## config.mk

```make
export PLATFORM = sky130hd
export DESIGN_NAME = matrix_multiply_fixed_flat
export DESIGN_NICKNAME = d
export VERILOG_FILES = /design/src/rtl/mmf_pkg.sv /design/src/rtl/mmf_if.sv /design/src/rtl/mmf_store.sv /design/src/rtl/mmf_mac.sv /design/src/rtl/mmf_seq.sv /design/src/rtl/matrix_multiply_fixed.sv /design/src/flat_wrapper.sv
export VERILOG_INCLUDE_DIRS = /design/src /design/src/rtl
export SDC_FILE = /design/constraint.sdc
export NUM_CORES = 2
export LEC_CHECK = 0
export BUFFER_PORTS_ARGS = -buffer_cell sky130_fd_sc_hd__buf_2
export CAP_MARGIN = 20
export CORE_MARGIN = 2
export CORE_UTILIZATION = 25
export CTS_CLUSTER_DIAMETER = 60
export CTS_CLUSTER_SIZE = 25
export DETAILED_ROUTE_END_ITERATION = 8
export PLACE_DENSITY_LB_ADDON = 0.2
export SLEW_MARGIN = 20
export SYNTH_ARGS = -nofsm -noshare
export SYNTH_HDL_FRONTEND = slang
export SYNTH_SLANG_ARGS = --single-unit
```

## constraint.sdc

```tcl
create_clock -name clk -period 12.71 [get_ports clk]
set_input_delay 1.271 -clock clk [delete_from_list [all_inputs] [get_ports clk]]
set_output_delay 1.271 -clock clk [all_outputs]
set_load 0.01 [all_outputs]
```

## src/rtl/matrix_multiply_fixed_assert.svh

```systemverilog
// assertion macros shared by the matrix multiply rtl
`ifndef MATRIX_MULTIPLY_FIXED_ASSERT_SVH
`define MATRIX_MULTIPLY_FIXED_ASSERT_SVH

// consequent must hold in the same cycle as the antecedent
`define MMF_ASSERT_SAME(label, ante, cons) \
    label: assert property (@(posedge clk) disable iff (!rst_n) (ante) |-> (cons)) \
        else $error("matrix multiply check failed");

// consequent must hold in the cycle after the antecedent
`define MMF_ASSERT_NEXT(label, ante, cons) \
    label: assert property (@(posedge clk) disable iff (!rst_n) (ante) |=> (cons)) \
        else $error("matrix multiply check failed");

`endif

```

## src/rtl/mmf_pkg.sv

```systemverilog
// shared types, constants and helpers for the fixed-point matrix multiply
package mmf_pkg;

    localparam int MAX_DIM   = 8;
    localparam int ELEM_BITS = 16;

    localparam int DEPTH   = MAX_DIM * MAX_DIM;
    localparam int IDX_W   = $clog2(DEPTH);
    localparam int DIM_W   = $clog2(MAX_DIM);
    localparam int CNT_W   = $clog2(MAX_DIM + 1);
    localparam int PROD_W  = 2 * ELEM_BITS;

    // fixed field widths of the channels
    localparam int OP_W       = 2;
    localparam int INDEX_W    = 6;
    localparam int VALUE_W    = 16;
    localparam int ACC_W      = 34;
    localparam int POS_W      = 3;
    localparam int CFG_W      = 4;
    localparam int APB_ADDR_W = 4;
    localparam int APB_DATA_W = 32;

    typedef enum logic [OP_W-1:0] {
        OP_WRITE_A = 2'd0,
        OP_WRITE_B = 2'd1,
        OP_COMPUTE = 2'd2
    } op_t;

    typedef enum logic [1:0] {
        REG_ROWS_A    = 2'd0,
        REG_INNER_DIM = 2'd1,
        REG_COLS_B    = 2'd2
    } reg_idx_t;

    typedef struct packed {
        logic [CNT_W-1:0] ra;
        logic [CNT_W-1:0] nk;
        logic [CNT_W-1:0] cb;
    } dims_t;

    // flags that ride with each multiply-accumulate beat
    typedef struct packed {
        logic             first;
        logic             lastk;
        logic             zero;
        logic             last;
        logic [DIM_W-1:0] row;
        logic [DIM_W-1:0] col;
    } tag_t;

    typedef struct packed {
        logic                        en_a;
        logic                        en_b;
        logic [IDX_W-1:0]            idx;
        logic signed [ELEM_BITS-1:0] data;
    } wr_req_t;

    typedef struct packed {
        logic             en;
        logic [IDX_W-1:0] a_idx;
        logic [IDX_W-1:0] b_idx;
        tag_t             tag;
    } rd_req_t;

    typedef struct packed {
        logic                        valid;
        logic signed [ELEM_BITS-1:0] a;
        logic signed [ELEM_BITS-1:0] b;
        tag_t                        tag;
    } rd_rsp_t;

    typedef struct packed {
        logic pipe_busy;
        logic out_free;
    } mac_status_t;

    function automatic logic [CNT_W-1:0] clamp_dim(input logic [CFG_W-1:0] d);
        logic [CNT_W-1:0] r;
        if (d > CFG_W'(MAX_DIM))
            r = CNT_W'(MAX_DIM);
        else
            r = CNT_W'(d);
        return r;
    endfunction

endpackage

```

## src/rtl/mmf_if.sv

```systemverilog
// valid/ready channel interfaces for command and result beats
interface mmf_cmd_if;
    import mmf_pkg::*;

    logic                      valid;
    logic                      ready;
    logic [OP_W-1:0]           op;
    logic [INDEX_W-1:0]        elem_index;
    logic signed [VALUE_W-1:0] elem_value;

    modport source (output valid, output op, output elem_index, output elem_value,
                    input ready);
    modport sink (input valid, input op, input elem_index, input elem_value,
                  output ready);
endinterface

interface mmf_res_if;
    import mmf_pkg::*;

    logic                    valid;
    logic                    ready;
    logic signed [ACC_W-1:0] prod_value;
    logic [POS_W-1:0]        prod_row;
    logic [POS_W-1:0]        prod_col;
    logic                    last;

    modport source (output valid, output prod_value, output prod_row, output prod_col,
                    output last, input ready);
    modport sink (input valid, input prod_value, input prod_row, input prod_col,
                  input last, output ready);
endinterface

```

## src/rtl/mmf_store.sv

```systemverilog
// element memories for matrices a and b with registered read port
module mmf_store (
    input  logic             clk,
    input  logic             rst_n,
    input  mmf_pkg::wr_req_t wr,
    input  mmf_pkg::rd_req_t rd,
    output mmf_pkg::rd_rsp_t rsp
);
    import mmf_pkg::*;

    logic signed [ELEM_BITS-1:0] mem_a [DEPTH];
    logic signed [ELEM_BITS-1:0] mem_b [DEPTH];

    logic                        valid_reg;
    logic signed [ELEM_BITS-1:0] a_reg;
    logic signed [ELEM_BITS-1:0] b_reg;
    tag_t                        tag_reg;

    always_ff @(posedge clk)
    begin
        if (wr.en_a)
        begin
            mem_a[wr.idx] <= wr.data;
        end
        if (wr.en_b)
        begin
            mem_b[wr.idx] <= wr.data;
        end
    end

    always_ff @(posedge clk)
    begin
        if (rd.en)
        begin
            a_reg   <= mem_a[rd.a_idx];
            b_reg   <= mem_b[rd.b_idx];
            tag_reg <= rd.tag;
        end
    end

    always_ff @(posedge clk or negedge rst_n)
    begin
        if (!rst_n)
        begin
            valid_reg <= 1'b0;
        end
        else
        begin
            valid_reg <= rd.en;
        end
    end

    assign rsp.valid = valid_reg;
    assign rsp.a     = a_reg;
    assign rsp.b     = b_reg;
    assign rsp.tag   = tag_reg;

endmodule

```

## src/rtl/mmf_mac.sv

```systemverilog
// shared multiplier, accumulator and result register
module mmf_mac (
    input  logic                  clk,
    input  logic                  rst_n,
    input  mmf_pkg::rd_rsp_t      rsp,
    output mmf_pkg::mac_status_t  status,
    mmf_res_if.source             res
);
    import mmf_pkg::*;

    logic                     s2_valid_reg;
    logic signed [PROD_W-1:0] prod_reg;
    tag_t                     s2_tag_reg;

    logic signed [ACC_W-1:0]  acc_reg;
    logic signed [ACC_W-1:0]  acc_next;

    logic                     out_valid_reg;
    logic signed [ACC_W-1:0]  out_value_reg;
    logic [POS_W-1:0]         out_row_reg;
    logic [POS_W-1:0]         out_col_reg;
    logic                     out_last_reg;
    logic                     out_fire;
    logic                     out_load;

    assign out_fire = out_valid_reg && res.ready;
    assign out_load = s2_valid_reg && s2_tag_reg.lastk;

    // an empty inner dimension sends one beat whose product is forced to zero
    always_ff @(posedge clk)
    begin
        if (rsp.valid)
        begin
            if (rsp.tag.zero)
            begin
                prod_reg <= '0;
            end
            else
            begin
                prod_reg <= rsp.a * rsp.b;
            end
            s2_tag_reg <= rsp.tag;
        end
    end

    always_comb
    begin
        acc_next = (s2_tag_reg.first ? '0 : acc_reg) + ACC_W'(prod_reg);
    end

    always_ff @(posedge clk)
    begin
        if (s2_valid_reg)
        begin
            acc_reg <= acc_next;
        end
        if (out_load)
        begin
            out_value_reg <= acc_next;
            out_row_reg   <= POS_W'(s2_tag_reg.row);
            out_col_reg   <= POS_W'(s2_tag_reg.col);
            out_last_reg  <= s2_tag_reg.last;
        end
    end

    always_ff @(posedge clk or negedge rst_n)
    begin
        if (!rst_n)
        begin
            s2_valid_reg  <= 1'b0;
            out_valid_reg <= 1'b0;
        end
        else
        begin
            s2_valid_reg <= rsp.valid;
            if (out_load)
            begin
                out_valid_reg <= 1'b1;
            end
            else if (out_fire)
            begin
                out_valid_reg <= 1'b0;
            end
        end
    end

    assign status.pipe_busy = rsp.valid || s2_valid_reg;
    assign status.out_free  = !out_valid_reg || res.ready;

    assign res.valid      = out_valid_reg;
    assign res.prod_value = out_value_reg;
    assign res.prod_row   = out_row_reg;
    assign res.prod_col   = out_col_reg;
    assign res.last       = out_last_reg;

`include "matrix_multiply_fixed_assert.svh"

    // a finished sum never lands on a beat still waiting at the output
    `MMF_ASSERT_SAME(a_no_overrun, out_load, !out_valid_reg || res.ready)
    // the forced-zero beat is the only beat of its element
    `MMF_ASSERT_SAME(a_zero_single, s2_valid_reg && s2_tag_reg.zero,
                     s2_tag_reg.first && s2_tag_reg.lastk)

endmodule

```

## src/rtl/mmf_seq.sv

```systemverilog
// command decode and i/j/k sequencer feeding the shared mac
module mmf_seq (
    input  logic                 clk,
    input  logic                 rst_n,
    input  mmf_pkg::dims_t       dims,
    input  mmf_pkg::mac_status_t mac_st,
    mmf_cmd_if.sink              cmd,
    output mmf_pkg::wr_req_t     wr,
    output mmf_pkg::rd_req_t     rd
);
    import mmf_pkg::*;

    typedef enum logic [2:0] {
        ST_IDLE  = 3'b001,
        ST_SYNC  = 3'b010,
        ST_ISSUE = 3'b100
    } state_t;

    state_t           state_reg, state_next;
    logic [DIM_W-1:0] i_reg, i_next;
    logic [DIM_W-1:0] j_reg, j_next;
    logic [DIM_W-1:0] k_reg, k_next;
    logic [IDX_W-1:0] a_base_reg, a_base_next;
    logic [IDX_W-1:0] a_idx_reg, a_idx_next;
    logic [IDX_W-1:0] b_idx_reg, b_idx_next;

    op_t  op_code;
    logic cmd_fire;
    logic idx_ok;
    logic dims_nonzero;
    logic last_k, last_j, last_i;

    assign op_code      = op_t'(cmd.op);
    assign cmd.ready    = (state_reg == ST_IDLE);
    assign cmd_fire     = cmd.valid && cmd.ready;
    assign idx_ok       = ({1'b0, cmd.elem_index} < (INDEX_W + 1)'(DEPTH));
    assign dims_nonzero = (dims.ra != '0) && (dims.cb != '0);

    assign last_k = (dims.nk == '0) || ((CNT_W'(k_reg) + CNT_W'(1)) == dims.nk);
    assign last_j = (CNT_W'(j_reg) + CNT_W'(1)) == dims.cb;
    assign last_i = (CNT_W'(i_reg) + CNT_W'(1)) == dims.ra;

    // store writes happen on the accepting edge
    always_comb
    begin
        wr.en_a = 1'b0;
        wr.en_b = 1'b0;
        wr.idx  = cmd.elem_index[IDX_W-1:0];
        wr.data = ELEM_BITS'(32'(cmd.elem_value));
        if (cmd_fire && idx_ok)
        begin
            case (op_code)
                OP_WRITE_A: wr.en_a = 1'b1;
                OP_WRITE_B: wr.en_b = 1'b1;
                default:    ;
            endcase
        end
    end

    always_comb
    begin
        rd.en        = (state_reg == ST_ISSUE);
        rd.a_idx     = a_idx_reg;
        rd.b_idx     = b_idx_reg;
        rd.tag.first = (k_reg == '0);
        rd.tag.lastk = last_k;
        rd.tag.zero  = (dims.nk == '0);
        rd.tag.last  = last_i && last_j;
        rd.tag.row   = i_reg;
        rd.tag.col   = j_reg;
    end

    always_comb
    begin
        state_next  = state_reg;
        i_next      = i_reg;
        j_next      = j_reg;
        k_next      = k_reg;
        a_base_next = a_base_reg;
        a_idx_next  = a_idx_reg;
        b_idx_next  = b_idx_reg;
        case (state_reg)
            ST_IDLE:
            begin
                if (cmd_fire && (op_code == OP_COMPUTE) && dims_nonzero)
                begin
                    state_next  = ST_SYNC;
                    i_next      = '0;
                    j_next      = '0;
                    k_next      = '0;
                    a_base_next = '0;
                    a_idx_next  = '0;
                    b_idx_next  = '0;
                end
            end
            ST_SYNC:
            begin
                // start an element only once the mac is drained and the output is free
                if (!mac_st.pipe_busy && mac_st.out_free)
                begin
                    state_next = ST_ISSUE;
                end
            end
            ST_ISSUE:
            begin
                if (!last_k)
                begin
                    k_next     = k_reg + DIM_W'(1);
                    a_idx_next = a_idx_reg + IDX_W'(1);
                    b_idx_next = b_idx_reg + IDX_W'(dims.cb);
                end
                else
                begin
                    k_next = '0;
                    if (last_j)
                    begin
                        j_next      = '0;
                        i_next      = i_reg + DIM_W'(1);
                        a_base_next = a_base_reg + IDX_W'(dims.nk);
                        a_idx_next  = a_base_reg + IDX_W'(dims.nk);
                        b_idx_next  = '0;
                        state_next  = last_i ? ST_IDLE : ST_SYNC;
                    end
                    else
                    begin
                        j_next     = j_reg + DIM_W'(1);
                        a_idx_next = a_base_reg;
                        b_idx_next = IDX_W'(j_reg) + IDX_W'(1);
                        state_next = ST_SYNC;
                    end
                end
            end
            default:
            begin
                state_next = ST_IDLE;
            end
        endcase
    end

    always_ff @(posedge clk or negedge rst_n)
    begin
        if (!rst_n)
        begin
            state_reg <= ST_IDLE;
        end
        else
        begin
            state_reg <= state_next;
        end
    end

    always_ff @(posedge clk)
    begin
        i_reg      <= i_next;
        j_reg      <= j_next;
        k_reg      <= k_next;
        a_base_reg <= a_base_next;
        a_idx_reg  <= a_idx_next;
        b_idx_reg  <= b_idx_next;
    end

`include "matrix_multiply_fixed_assert.svh"

    `MMF_ASSERT_NEXT(a_compute_starts,
                     cmd_fire && (op_code == OP_COMPUTE) && dims_nonzero,
                     state_reg == ST_SYNC)
    `MMF_ASSERT_NEXT(a_run_ends_idle,
                     (state_reg == ST_ISSUE) && last_k && last_i && last_j,
                     state_reg == ST_IDLE)

endmodule

```

## src/rtl/matrix_multiply_fixed.sv

```systemverilog
// top level of the fixed-point matrix multiply with its configuration registers
//
// Usage: matrices A (rows_a x inner_dim) and B (inner_dim x cols_b) are loaded one
// element per command beat on cmd (op 0 writes A, op 1 writes B, at a row-major
// elem_index, signed Q4.12 elem_value). A compute beat (op 2) streams the product
// on res in row-major order, one beat per element with its row, column and a
// signed Q10.24 prod_value; last marks the final element. Each element runs
// max(inner_dim,1) multiply-accumulate steps on the single shared multiplier,
// each passing through the memory read, multiply and accumulate registers.
// cmd.ready is low for the whole run; the next element does not start until the
// output register is free, so a stalled receiver holds the run without loss.
// Dimensions are set through the APB port (rows_a at 0x0, inner_dim at 0x4,
// cols_b at 0x8, all reset to 8, values above 8 act as 8); the user must change
// them only while idle, and the block itself does not enforce this. Reset clears
// the control state and sets the dimension registers to 8; the element stores
// are not cleared and must be written before use.
module matrix_multiply_fixed (
    input  logic                           clk,
    input  logic                           rst_n,
    input  logic                           psel,
    input  logic                           penable,
    input  logic                           pwrite,
    input  logic [mmf_pkg::APB_ADDR_W-1:0] paddr,
    input  logic [mmf_pkg::APB_DATA_W-1:0] pwdata,
    output logic [mmf_pkg::APB_DATA_W-1:0] prdata,
    output logic                           pready,
    mmf_cmd_if.sink                        cmd,
    mmf_res_if.source                      res
);
    import mmf_pkg::*;

    logic [CFG_W-1:0] rows_a_reg;
    logic [CFG_W-1:0] inner_dim_reg;
    logic [CFG_W-1:0] cols_b_reg;

    reg_idx_t    reg_sel;
    logic        apb_write;
    dims_t       dims;
    mac_status_t mac_st;
    wr_req_t     wr;
    rd_req_t     rd;
    rd_rsp_t     rsp;

    assign pready    = 1'b1;
    assign reg_sel   = reg_idx_t'(paddr[3:2]);
    assign apb_write = psel && penable && pwrite && pready;

    always_ff @(posedge clk or negedge rst_n)
    begin
        if (!rst_n)
        begin
            rows_a_reg    <= CFG_W'(MAX_DIM);
            inner_dim_reg <= CFG_W'(MAX_DIM);
            cols_b_reg    <= CFG_W'(MAX_DIM);
        end
        else if (apb_write)
        begin
            case (reg_sel)
                REG_ROWS_A:    rows_a_reg    <= pwdata[CFG_W-1:0];
                REG_INNER_DIM: inner_dim_reg <= pwdata[CFG_W-1:0];
                REG_COLS_B:    cols_b_reg    <= pwdata[CFG_W-1:0];
                default:       ;
            endcase
        end
    end

    always_comb
    begin
        case (reg_sel)
            REG_ROWS_A:    prdata = APB_DATA_W'(rows_a_reg);
            REG_INNER_DIM: prdata = APB_DATA_W'(inner_dim_reg);
            REG_COLS_B:    prdata = APB_DATA_W'(cols_b_reg);
            default:       prdata = '0;
        endcase
    end

    assign dims.ra = clamp_dim(rows_a_reg);
    assign dims.nk = clamp_dim(inner_dim_reg);
    assign dims.cb = clamp_dim(cols_b_reg);

    mmf_seq u_seq (
        .clk    (clk),
        .rst_n  (rst_n),
        .dims   (dims),
        .mac_st (mac_st),
        .cmd    (cmd),
        .wr     (wr),
        .rd     (rd)
    );

    mmf_store u_store (
        .clk   (clk),
        .rst_n (rst_n),
        .wr    (wr),
        .rd    (rd),
        .rsp   (rsp)
    );

    mmf_mac u_mac (
        .clk    (clk),
        .rst_n  (rst_n),
        .rsp    (rsp),
        .status (mac_st),
        .res    (res)
    );

endmodule

```

## src/flat_wrapper.sv

```systemverilog
// flat-port wrapper written by rule: the top's interface ports become plain ports
module matrix_multiply_fixed_flat import mmf_pkg::*;
  (clk, rst_n, psel, penable, pwrite, paddr, pwdata, prdata, pready, cmd_valid, cmd_op, cmd_elem_index, cmd_elem_value, cmd_ready, res_valid, res_prod_value, res_prod_row, res_prod_col, res_last, res_ready);
  mmf_cmd_if cmd_i ();
  mmf_res_if res_i ();
  input  logic clk;
  input  logic rst_n;
  input  logic psel;
  input  logic penable;
  input  logic pwrite;
  input  logic [mmf_pkg::APB_ADDR_W-1:0] paddr;
  input  logic [mmf_pkg::APB_DATA_W-1:0] pwdata;
  output logic [mmf_pkg::APB_DATA_W-1:0] prdata;
  output logic pready;
  input wire logic [$bits(cmd_i.valid)-1:0] cmd_valid;
  input wire logic [$bits(cmd_i.op)-1:0] cmd_op;
  input wire logic [$bits(cmd_i.elem_index)-1:0] cmd_elem_index;
  input wire logic [$bits(cmd_i.elem_value)-1:0] cmd_elem_value;
  output wire logic [$bits(cmd_i.ready)-1:0] cmd_ready;
  output wire logic [$bits(res_i.valid)-1:0] res_valid;
  output wire logic [$bits(res_i.prod_value)-1:0] res_prod_value;
  output wire logic [$bits(res_i.prod_row)-1:0] res_prod_row;
  output wire logic [$bits(res_i.prod_col)-1:0] res_prod_col;
  output wire logic [$bits(res_i.last)-1:0] res_last;
  input wire logic [$bits(res_i.ready)-1:0] res_ready;
  assign cmd_i.valid = cmd_valid;
  assign cmd_i.op = cmd_op;
  assign cmd_i.elem_index = cmd_elem_index;
  assign cmd_i.elem_value = cmd_elem_value;
  assign cmd_ready = cmd_i.ready;
  assign res_valid = res_i.valid;
  assign res_prod_value = res_i.prod_value;
  assign res_prod_row = res_i.prod_row;
  assign res_prod_col = res_i.prod_col;
  assign res_last = res_i.last;
  assign res_i.ready = res_ready;
  matrix_multiply_fixed u_core (.clk(clk), .rst_n(rst_n), .psel(psel), .penable(penable), .pwrite(pwrite), .paddr(paddr), .pwdata(pwdata), .prdata(prdata), .pready(pready), .cmd(cmd_i), .res(res_i));
endmodule
```

# Word level (Yosys, flattened, before mapping)
# Memories as Yosys holds them, arrays and structs flattened. A register that Yosys moved wholly into a read port is not among the register bits.
# Cells that the tools add are included.
[classes] bitwise_logic=0 mux=38 reduce_logical=30 div_mod_pow=0 shift=0 add_sub_neg=11 magnitude_cmp=3 multipliers=1 eq_ne=14
[op_table] operator="6-bit one-hot mux with 2 select lines" count=3
[op_table] operator="34-bit adder" count=1
[op_table] operator="34-bit two-way mux" count=1
[op_table] operator="16-bit by 16-bit multiplier with 32-bit output" count=1
[op_table] operator="6-bit two-way mux" count=5
[op_table] operator="3-bit two-way mux" count=9
[op_table] operator="3-bit one-hot mux with 2 select lines" count=3
[op_table] operator="3-bit by 1-bit adder with 4-bit output, second input constant" count=4
[op_table] operator="4-bit two-way mux" count=4
[op_table] operator="6-bit by 4-bit adder with 6-bit output" count=2
[op_table] operator="4-bit == test" count=3
[op_table] operator="4-bit > comparator, second input constant" count=3
[op_table] operator="4-bit one-hot mux with 3 select lines" count=1
[op_table] operator="1-bit logical AND" count=10
[op_table] operator="3-bit by 1-bit adder with 3-bit output, second input constant" count=3
[op_table] operator="3-bit one-hot mux with 3 select lines" count=1
[op_table] operator="1-bit two-way mux" count=8
[op_table] operator="2-bit AND reduction" count=4
[op_table] operator="4-bit nonzero test" count=2
[op_table] operator="6-bit by 1-bit adder with 6-bit output, second input constant" count=1
[op_table] operator="2-bit two-way mux" count=3
[op_table] operator="2-bit by 1-bit != test with 1-bit output, second input constant" count=3
[op_table] operator="3-bit AND reduction" count=2
[op_table] operator="2-bit by 1-bit == test with 1-bit output, second input constant" count=2
[op_table] operator="other kinds (12)" count=18
[word_totals] romBits=0 ff_bits=171 latchBits=0 in_bits=67 ram_bits=2048 word_cells=129 output_inout_bits=76 memories=2
[mem_list] name="u_core.u_store.mem_a" depth=64 width=16 read_ports=1 rd_clocked_by_memory_dff=1 wr=1 line_no="mmf_store.sv:11" source="logic signed [ELEM_BITS-1:0] mem_a [DEPTH];"
[mem_list] name="u_core.u_store.mem_b" depth=64 width=16 read_ports=1 rd_clocked_by_memory_dff=1 wr=1 line_no="mmf_store.sv:12" source="logic signed [ELEM_BITS-1:0] mem_b [DEPTH];"

# Longest topological paths before layout
[depth] depth_word=7 ltp_mapped=24 mapped_depth_nobuf=22

# Hierarchy
# From an unflattened synthesis, not the netlist that was laid out.
[unflattened] cells_unflattened=5352 area_unflattened_um2=98460.7
[modules_own_cells] module="mmf_store" n_inst=1 seq_area_each_um2=62785.2 cells_per_inst=3531 area_each_um2=79834.1
[modules_own_cells] module="mmf_mac" n_inst=1 seq_area_each_um2=3533.4 cells_per_inst=1511 area_each_um2=15504.9
[modules_own_cells] module="mmf_seq" n_inst=1 seq_area_each_um2=887.1 cells_per_inst=225 area_each_um2=2263.4
[modules_own_cells] module="matrix_multiply_fixed" n_inst=1 seq_area_each_um2=304.0 cells_per_inst=85 area_each_um2=858.3

# Least setup slack after synthesis
# Ideal clock, no wire load.
[synth_path] kind="register to register" from="reg u_core.u_store.a_reg[15] (read register of u_core.u_store.mem_a)" to="reg u_core.u_mac.prod_reg[31] (data pin)" stages_incl_launch_ff=23 t_arrival_ps=6011 required_time_ps=12429 setup_slack_ps=6417 setup_time_ps=281 path_buffers=2 synth_period_minus_slack_ps=6293 cell_sequence="edfxtp_1 > clkbuf_1 > nand2_1 > inv_1 > fa_1 > fa_1 > fa_1 > fa_1 > fa_1 > inv_1 > fa_1 > inv_1 > ha_1 > clkbuf_2 > and3_1 > and2_1 > nand2_1 > and3b_1 > nor2_1 > a222oi_1 > a21o_1 > mux2i_1 > o311ai_0"
[synth_via] elab_chain_len=1
[synth_rtl] element="start: declaration" line_no="mmf_store.sv:15" source="logic signed [ELEM_BITS-1:0] a_reg;"
[synth_rtl] element="16-bit by 16-bit multiplier with 32-bit output" line_no="mmf_mac.sv:40" source="prod_reg <= rsp.a * rsp.b;"
[synth_rtl] element="end signal: assignment" line_no="mmf_mac.sv:40"
[synth_rtl] element="end: declaration" line_no="mmf_mac.sv:12" source="logic signed [PROD_W-1:0] prod_reg;"
# Every way passes these cells.
# A chain may end at the register's enable or synchronous reset.

# Final worst setup path
[layout_path] from="reg u_core.u_store.b_reg[7] (read register of u_core.u_store.mem_b)" to="reg u_core.u_mac.prod_reg[31] (data pin)"
[layout_via] elab_chain_len=1
[layout_rtl] element="start: declaration" line_no="mmf_store.sv:16" source="logic signed [ELEM_BITS-1:0] b_reg;"
[layout_rtl] element="16-bit by 16-bit multiplier with 32-bit output" line_no="mmf_mac.sv:40"
# Every way passes these cells.

==> flow_summary.ini <==
[logic_synthesis]
yosysSeqAreaShare_pct = 69.26
synth_top_family_by_area = multiplexers
muxShareOfSynthArea_pct = 15.73
syn-instance-count = 4869
yosys.area_share.simple_pct = 3.374
syn_area_per_cell_sq_um = 20.02
synthXorXnorAreaFrac_pct = 0.7098
synth_adder_area_share_pct = 7.085
synth_area_leader_cell = edfxtp_1
ys.flop_type = edfxtp_1
yosysWarnings = 0
synth_top_cell_area_share_pct = 68.79
synth-compound-area-share_pct = 1.395
synth.top_cells.by_area = edfxtp_1 (69%), mux4_2 (16%), fa_1 (5.4%), ha_1 (1.6%), inv_1 (1.2%)
synth_edf_count = 2233
synth_area_sq_um = 97480
async_flop_share_pct = 0.7996
ys_types = 74
ys_ff_latch = 2251

[sta]
finalCritPeriodShare_pct = 56.33
setup_tns_ns = 0
hold_viol = 0
fin_skew_ns = 0.06481
maxSlewHeadroom_pct = 27.65
hold_ws_ns = 0.3658
period_minus_slack_ns = 7.160
slew_viol_final = 0
setup_viol = 0
fmax_mhz = 139.7
tightest_slew_ns = 1.081
rsz0062_at_grt = false

[grt]
grt_pass1_vias = 48500
grt_pass1_wl_microns = 366100
grt.total_usage_pct = 12.82
antenna_found_initial = 47
grt_max_degree = 120
grt-ovfl-total = 0

[run_status]
outcome = finished, final reports clean

[clock_tree]
path_clk_slew_ns = 0.08
clock-sinks = 2251
clock_latency_ns = 0.89
cts_tree = built
h-tree-depth = 4
post_cts_resized = 0
cts_made_buffers = 173
cts_buffer_depth = 4
cts_root_buf = clkbuf_16
cts_setup_buffers = 0
hold_buffers = 0

[die]
core_area_sq_um = 388500
die-area_sq_um = 394900
start_util_pct = 25.09
die_y_microns = 628.4
rows = 229
die_w_microns = 628.4
io_pins = 143

[worst_setup_path]
cp_common_cell = fa_1
criticalPathCategory = reg2reg
critPathBufInv = 3
path_cells = nand2_1 > fa_1 > inv_1 > fa_1 > fa_1 > fa_1 > fa_1 > inv_1 > fa_1 > inv_1 > ha_1 > and3_1 > and2_1 > nand2_1 > and3b_1 > nor2_1 > a222oi_1 > a21o_1 > mux2i_1 > o311ai_0
end_kind = register
max_stage_delay_ns = 0.89
worst-path-max-fanout = 16
required_ns = 13.25
arrival_ns = 7.70
start_kind = register
reg2reg_slack_ns = 5.55
cp_top_family = adder cells
critPathSlowestCell = edfxtp_1

[power]
powerDensity_nw_per_um2 = 135.2
p_leak_nw = 35.77
fin_total_pwr_w = 0.01502
ir_drop_mv = 0.08994

[final_layout]
nets = 5556
area_delta_synth_final_pct = 13.94
drive_gt1_share_pct = 25.02
reg_top3 = u_core.u_store.mem_a (1024), u_core.u_store.mem_b (1024)
final_area_sq_um = 111100

[placement]
portBuffers = 83
hpwl_microns = 154200
postPlaceCellArea_sq_um = 105000
gp_congestion = 0.7467

[routing]
wl_met1_microns = 116400
drtIter0Drc = 3928
wl_microns = 257800
vias = 45960
wl_per_cell_microns = 24.69
via_per_inst = 4.401
first_pass_iters = 6
top_layer = met5
dr_wl_met3_microns = 13790
ant_nets = 0
routed-wl-met2_microns = 122000
post-route-drc-count = 0

[worst_hold_path]
min-delay-path-class = in2async

[flow_run]
cap_violations = 0
worst paths after layout:
check / depth (start not counted) / endpoint / from
setup / recovery: 20 / u_core.u_mac.prod_reg[31] / u_core.u_store.b_reg[7]
hold / removal: 1 / u_core.u_mac.res.valid / rst_n
setup reg to reg: 20 / u_core.u_mac.prod_reg[31] / u_core.u_store.b_reg[7]
hold reg to reg: 0 / u_core.u_mac.res.prod_row[1] / u_core.u_mac.s2_tag_reg[4]
max in group asynchronous: 1 / u_core.inner_dim_reg[3] / rst_n
min in group clk: 0 / u_core.u_mac.res.prod_row[1] / u_core.u_mac.s2_tag_reg[4]
cells by family (layout without fill, tap and decap cells):
kind of cell,after synthesis,in the layout
AO/OA/AOI/OAI,209,209
XOR/XNOR,79,79
adder cells (fa/ha/maj),393,393
buffers and inverters,567,907
flip-flops,2251,2251
multiplexers,690,690
other,2,38
AND/OR/NAND/NOR,678,678
synth_stat cells, drive strengths merged, types with 16 or more instances:
library cell	instances
nand3	20
inv	318
xor2	26
a21oi	67
xnor2	53
nand2b	17
clkbuf	120
and2	128
buf	128
nor3	22
mux4	672
o21ai	35
ha	128
fa	265
nor2	214
a21o	33
nand2	162
edfxtp	2233
and3	16
nor2b	54
stage by stage:
stage | setup slack (ns) | util, % | cells
finish | 5.550 | 28.59 | 10440
detailed placement | 5.501 | 27.02 | 10120
global route | 5.119 | 28.58 | 10430
global placement | 5.575 | 27.01 | 10120
floorplan | 6.417 | - | 4896
CTS | 5.494 | 28.57 | 10430
where the power goes:
part	switching, W	internal (W)
Clock	0.00297	0.00289
Combinational	0.000584	0.000356
Sequential	0.0000313	0.00819
final cells by class:
cell class / instances / area (sq um)
Sequential cell: 2251 / 67510
Tap cell: 5197 / 6502
Clock buffer: 182 / 4448
Clock inverter: 133 / 1610
Fill cell: 38350 / 277500
Antenna cell: 9 / 22.52
Inverter: 319 / 1197
Multi-Input combinational cell: 2078 / 27800
Timing Repair Buffer: 273 / 1977
metal layers:
layer  track usage, %  vias up
met4            2.846       12
met1            17.81    25070
met2            20.92     1005
met3            2.267      290
li1                 -    19580
met5                0        -
worst reg2reg max path: stages (launching register included):
cell,delay [ns]
edfxtp_1,0.89
nand2_1,0.19
fa_1,0.59
inv_1,0.06
fa_1,0.48
fa_1,0.61
fa_1,0.46
fa_1,0.49
inv_1,0.05
fa_1,0.47
inv_1,0.04
ha_1,0.39
and3_1,0.30
and2_1,0.18
nand2_1,0.05
and3b_1,0.29
nor2_1,0.08
a222oi_1,0.51
a21o_1,0.28
mux2i_1,0.22
o311ai_0,0.19
cells in the final DEF, fill, tap and decap left out, types with 53 or more instances in the layout:
master,count
fa_1,265
nand2_1,162
a21oi_1,66
xnor2_1,53
ha_1,128
buf_4,199
nor2_1,186
edfxtp_1,2233
buf_2,67
inv_1,318
mux4_2,672
nor2b_1,54
clkbuf_16,177
and2_1,127
No activity file was read; power rests on OpenSTA's default activity.
